`config.mk`:
```
export PLATFORM = sky130hd
export DESIGN_NAME = skv_cell
export DESIGN_NICKNAME = d
export VERILOG_FILES = /design/src/rtl/sorted_key_value_table_unit_macros.svh /design/src/rtl/skv_pkg.sv /design/src/rtl/skv_cell.sv
export SDC_FILE = /design/constraint.sdc
export NUM_CORES = 1
export LEC_CHECK = 0
export BUFFER_PORTS_ARGS = -buffer_cell sky130_fd_sc_hd__buf_2
export CORE_AREA = 2 2 116 118
export CTS_BUF_LIST = sky130_fd_sc_hd__clkbuf_8
export DETAILED_ROUTE_END_ITERATION = 16
export DIE_AREA = 0 0 118 120
export PLACE_DENSITY = 0.74
export REMOVE_ABC_BUFFERS = 1
export SETUP_SLACK_MARGIN = 0.5
export SLEW_MARGIN = 20
export SYNTH_ARGS = -nofsm -noshare
export SYNTH_HDL_FRONTEND = slang
export SYNTH_SLANG_ARGS = --single-unit
```
`constraint.sdc`:
```
create_clock -name clk -period 10.2 [get_ports clk]
set_input_delay 1.02 -clock clk [delete_from_list [all_inputs] [get_ports clk]]
set_output_delay 1.02 -clock clk [all_outputs]
set_load 0.01 [all_outputs]
```
`src/rtl/sorted_key_value_table_unit_macros.svh`:
```
// assertion macros for the sorted key-value table unit
// expects signals clk and rst in the scope of use
`ifndef SORTED_KEY_VALUE_TABLE_UNIT_MACROS_SVH
`define SORTED_KEY_VALUE_TABLE_UNIT_MACROS_SVH

// same-cycle implication
`define SKV_ASSERT_IMP(name, ante, cons, msg) \
  name: assert property (@(posedge clk) disable iff (rst) (ante) |-> (cons)) \
    else $error(msg);

// next-cycle implication
`define SKV_ASSERT_NXT(name, ante, cons, msg) \
  name: assert property (@(posedge clk) disable iff (rst) (ante) |=> (cons)) \
    else $error(msg);

`endif

```
`src/rtl/skv_pkg.sv`:
```
// types and constants of the sorted key-value table unit
// no dependencies
package skv_pkg;

  localparam int KIND_W   = 2;
  localparam int KEY_W    = 32;
  localparam int VALUE_W  = 32;
  localparam int STATUS_W = 2;
  localparam int OCC_W    = 7;

  localparam logic [KIND_W-1:0] KIND_FIND   = 2'd0;
  localparam logic [KIND_W-1:0] KIND_INSERT = 2'd1;
  localparam logic [KIND_W-1:0] KIND_DELETE = 2'd2;

  localparam logic [STATUS_W-1:0] ST_DONE = 2'd0;
  localparam logic [STATUS_W-1:0] ST_MISS = 2'd1;
  localparam logic [STATUS_W-1:0] ST_FULL = 2'd2;

  typedef struct packed {
    logic [KIND_W-1:0]  kind;
    logic [KEY_W-1:0]   key;
    logic [VALUE_W-1:0] value;
  } skv_op_t;

  typedef struct packed {
    logic [VALUE_W-1:0]  result_value;
    logic [STATUS_W-1:0] status;
    logic [OCC_W-1:0]    occupancy;
  } skv_result_t;

  typedef struct packed {
    logic cmp;
    logic ins;
    logic del;
  } skv_ctl_t;

endpackage

```
`src/rtl/skv_cell.sv`:
```
// one entry of the sorted chain: compare against the broadcast key and shift
// depends on skv_pkg
module skv_cell (
  input  logic                   clk,
  input  skv_pkg::skv_ctl_t      ctl,
  input  logic                   occupied,
  input  logic [skv_pkg::KEY_W-1:0]   bkey,
  input  logic [skv_pkg::VALUE_W-1:0] bvalue,
  input  logic                   lt_left,
  input  logic [skv_pkg::KEY_W-1:0]   left_key,
  input  logic [skv_pkg::VALUE_W-1:0] left_value,
  input  logic [skv_pkg::KEY_W-1:0]   right_key,
  input  logic [skv_pkg::VALUE_W-1:0] right_value,
  output logic [skv_pkg::KEY_W-1:0]   key,
  output logic [skv_pkg::VALUE_W-1:0] value,
  output logic                   lt,
  output logic                   eq,
  output logic [skv_pkg::VALUE_W-1:0] hit_value
);
  import skv_pkg::*;

  always_ff @(posedge clk) begin
    if (ctl.cmp) begin
      lt <= occupied && (key < bkey);
      eq <= occupied && (key == bkey);
    end
    if (ctl.ins && !lt) begin
      if (lt_left) begin
        key   <= bkey;
        value <= bvalue;
      end else begin
        key   <= left_key;
        value <= left_value;
      end
    end
    if (ctl.del && !lt) begin
      key   <= right_key;
      value <= right_value;
    end
  end

  assign hit_value = eq ? value : '0;

endmodule

```
* Word-level counts from Yosys, hierarchy flattened
Index checks and enable logic that the tools add are counted.
** Cells by class
- Equality and inequality tests :: 1
- Reduce and logical (&&, ||, !) cells :: 6
- Mux-type cells :: 7
- $lt $le $gt $ge :: 1
** Operator list (number)
- 32-bit 2-to-1 mux :: 7
- 32-bit == test :: 1
- 32-bit < comparator :: 1
- 1-bit logical AND :: 4
- 2-bit nonzero test :: 1
- 1-bit zero test :: 1
** Word-level totals
- Register bits :: 66
- Input bits :: 198

* Longest topological paths before layout
- Word-level depth :: 4
- Depth in mapped cells :: 7
- Gate-level depth less buffers :: 7

* Worst setup path after synthesis
No wires, ideal clock.
- Path type :: input to register
- Start :: input port ctl[1] in the netlist's numbering
- End :: register key[0] in the netlist's numbering, enable pin
- Path buffers :: 0
- Setup slack :: 5.954 ns
- Setup time :: 0.488 ns
- Stages on the path :: 2
- Data arrival time :: 3.758 ns
- Cells stage by stage :: nor2_1 nor2_1
** On the way
- Longest elaborated chain between the ends :: 2
** Ends and longest elaborated chain
- start, declared :: line skv_cell.sv:5 : input skv_pkg::skv_ctl_t ctl,
- 1-bit logical AND :: line skv_cell.sv:27 : if (ctl.ins && !lt) begin
- 2-bit nonzero test (no source line)
- end signal, assigned :: line skv_cell.sv:29 : key <= bkey;
- end signal, assigned :: line skv_cell.sv:32 : key <= left_key;
- end signal, assigned :: line skv_cell.sv:37 : key <= right_key;
- end, declared :: line skv_cell.sv:14 : output logic [skv_pkg::KEY_W-1:0] key,
No other way between the ends.
A chain may end at the register's enable or synchronous reset.

* Worst setup path in the final report
- Start :: register eq
- End :: output port hit_value[0] in the netlist's numbering
** On the way
- Longest elaborated chain between the ends :: 1
** Ends and longest elaborated chain
- start, declared :: line skv_cell.sv:17 : output logic eq,
- start signal, assigned :: line skv_cell.sv:25 : eq <= occupied && (key == bkey);
- 32-bit 2-to-1 mux :: line skv_cell.sv:42 : assign hit_value = eq ? value : '0;
- end, declared :: line skv_cell.sv:18 : output logic [skv_pkg::VALUE_W-1:0] hit_value
No other way between the ends.

==> metrics.md <==
| Metric | Value |
|---|---|
| Initial antenna violation count | 0 |
| Initial Util | between 30% and 40% |
| First-pass GRT wire length | between 20000 and 25000 um |
| CTS sink count | 66 |
| GRT Resource Usage Total | between 10% and 20% |
| Unrepaired setup endpoints after global routing | no |
| Nets | between 900 and 1000 |
| Detailed Place HPWL | around 10000 um |
| Antenna Nets Post-Route | 0 |
| Routability Congestion | approximately 0.77 |
| Vias in the first global route | approximately 4100 |
| DRC Markers | 0 |
| Crit path launch | eq$_DFFE_PP_ |
| Placed Area | 5980 um^2 |
| Netlist cell types | 33 |
| Postcts setup bufs | 0 |
| Final cell count without fillers | about 900 |
| Post-Syn Area | roughly 4400 um^2 |
| Status | finished clean |
| Layout cells sized above 1 | roughly 45% |
| Fmax | 0.371 GHz |
| Kind of critical path | reg2out |
| Seq cells post-synth | 66 |
| Worst min path class | reg2reg |
| Core area | 13000 um^2 |
| Largest net degree at the start of global routing | between 60 and 70 |
| RR Startpoint | lt$_DFFE_PP_ |
| Slew @ Worst Pin | 0.909 ns |
| Critical path required time | about 9.2 ns |
| Row count | 42 |
| Mapped Cells | 430 |
| Fin. Hold Viols | 0 |
| Chip height | approximately 120 um |
| Remaining global-route overflow | 0 |
| Pwr dens | 130 nW/um^2 |
| Antenna Cells | 0 |
| Drt wl/cell | 14.7 um |
| Die area | approximately 14000 um^2 |
| Avg Synthesized Cell Area | between 10 and 15 um^2 |
| H-tree depth | 3 |
| CP endpoint kind | output port |
| First-pass DRT Iterations | 5 |
| Worst skew pair latency | 0.34 ns |
| CP Launch Type | register |
| I/O Pins | 296 |
| Hold_sp | key[31]$_DFFE_PP_ |
| Post_cts resized | 0 |
| Die width | approximately 120 um |
| Area grow syn2layout | 41.3% |
| Clock skew | about 0.0086 ns |
| Design Area, Final | around 6200 um^2 |
| Clk buf depth | 2 |
| WP data arrival | approximately 1.7 ns |
| Final Max Tran Viols | 0 |
| CTS Hold Bufs | 0 |
| Final setup TNS | 0 ns |
| Final setup fails | 0 |
| CTS Buf Count | 9 |
| Routed WL | 13200 um |
| Placed cell count | slightly below 900 |
| Initial DRC count | 170 |
| Synth warn | 0 |
| Max_slew headroom | between 30% and 40% |
| Via/cell ratio | between 4 and 5 |
| Count of input and output buffers | 295 |
| CTS root buf | clkbuf_8 |
| Final period utilization | 26.4% |
| Max_cap viols | 0 |
| Fin crit period | approximately 2.7 ns |
| Worst IR Drop VDD | about 65 uV |
| Leakage Power | roughly 3.2 nW |
| Sequential-to-total area share from yosys stat | between 40% and 50% |
| Vias | 4152 |
| CP max FO | 33 |
| CTS tree | yes |
| CTS clk-pin slew, worst paths | 0.08 ns |
## metal layers
| metal | track usage (%) | vias to the layer above | part of all wire (%) | routed length [um] |
|---|---|---|---|---|
| met5 | 0 | - | 0 | 0 |
| met4 | 5.65 | 0 | 1.6 | 209 |
| met3 | 4.33 | 15 | 6.8 | 902 |
| met2 | 32.7 | 181 | 51 | 6690 |
| met1 | 21.7 | 1856 | 41 | 5400 |
| li1 | - | 2100 | - | - |
## Yosys cell counts, drive strengths merged
master / instances / share of area, %
mux2i: 64 / 15
nor4: 4 / 0.85
o221a: 1 / 0.26
a21oi: 11 / 1.3
ha: 32 / 9.1
o21ai: 67 / 7.6
a2bb2oi: 1 / 0.20
a21o: 3 / 0.51
buf: 15 / 2.4
nor2b: 3 / 0.65
clkbuf: 9 / 0.94
and2: 32 / 4.6
inv: 32 / 2.7
nand3: 1 / 0.11
a211oi: 2 / 0.46
o21a: 2 / 0.34
nor2: 5 / 0.43
nand4b: 1 / 0.20
edfxtp: 66 / 45
nand2: 70 / 6.0
o211ai: 1 / 0.17
o211a: 1 / 0.23
nand4: 7 / 1.3
## power breakdown
group	internal, mW	total (mW)	switching (mW)
Clock	0.135	0.242	0.107
Combinational	0.0967	0.209	0.112
Sequential	0.338	0.354	0.0161
## layout by cell type, fill, tap and decap left out, drive strengths merged
cell / netlist / layout
a211oi: 2 / 2
nand3: 1 / 1
o21ai: 67 / 67
o211ai: 1 / 1
a2bb2oi: 1 / 1
nor4: 4 / 4
edfxtp: 66 / 66
o21a: 2 / 2
o221a: 1 / 1
bufinv: 0 / 2
nand2: 70 / 70
clkinvlp: 0 / 1
nor2b: 3 / 3
clkinv: 0 / 3
mux2i: 64 / 64
o211a: 1 / 1
a21o: 3 / 3
inv: 32 / 33
and2: 32 / 32
nor2: 5 / 5
nand4b: 1 / 1
a21oi: 11 / 11
nand4: 7 / 7
ha: 32 / 32
buf: 15 / 299
clkbuf: 9 / 9
## state kept, by name, summed over array words and instances (netlist names)
signal	flops
value	32
key	32
lt	1
eq	1
## worst paths after layout
path | slack (ns) | to | cells after the start
worst max-delay path | 7.51 | hit_value[0] | 2
worst min-delay path | 0.80 | lt$_DFFE_PP_ | 3
worst max register to register | 7.97 | value[10]$_DFFE_PP_ | 4
worst min register to register | 0.80 | lt$_DFFE_PP_ | 3
## cells by family after synthesis
family                   after synthesis  synth area share (%)
AND/OR/NAND/NOR                      123                  14.1
AO/OA/AOI/OAI                         89                  11.0
flip-flops                            66                  45.1
multiplexers                          64                  14.6
buffers and inverters                 56                  6.12
adder cells (fa/ha/maj)               32                  9.11
## final cells by class
class | count | area [um^2]
Tap cell | 176 | 220
Inverter | 32 | 120
Timing Repair Buffer | 299 | 1520
Sequential cell | 66 | 1980
Clock buffer | 9 | 124
Fill cell | 1290 | 6770
Multi-Input combinational cell | 308 | 2160
Clock inverter | 7 | 85.1
## metrics by stage
stage               setup WS [ns]  utilization [%]  hold slack (ns)  power (mW)
global route                 7.33             47.8            0.847       0.852
detailed placement           6.93             46.1            0.806       0.571
finish                       7.51             47.8            0.801       0.805
global placement             7.03             46.1            0.783       0.564
CTS                          7.33             47.7            0.802       0.813
floorplan                    5.95                -            0.834       0.465
## critical path: stages, from the launching register on
cell,delay [ns]
edfxtp_1,0.94
and2_1,0.24
buf_2,0.13
(Power assumes the default switching activity.)
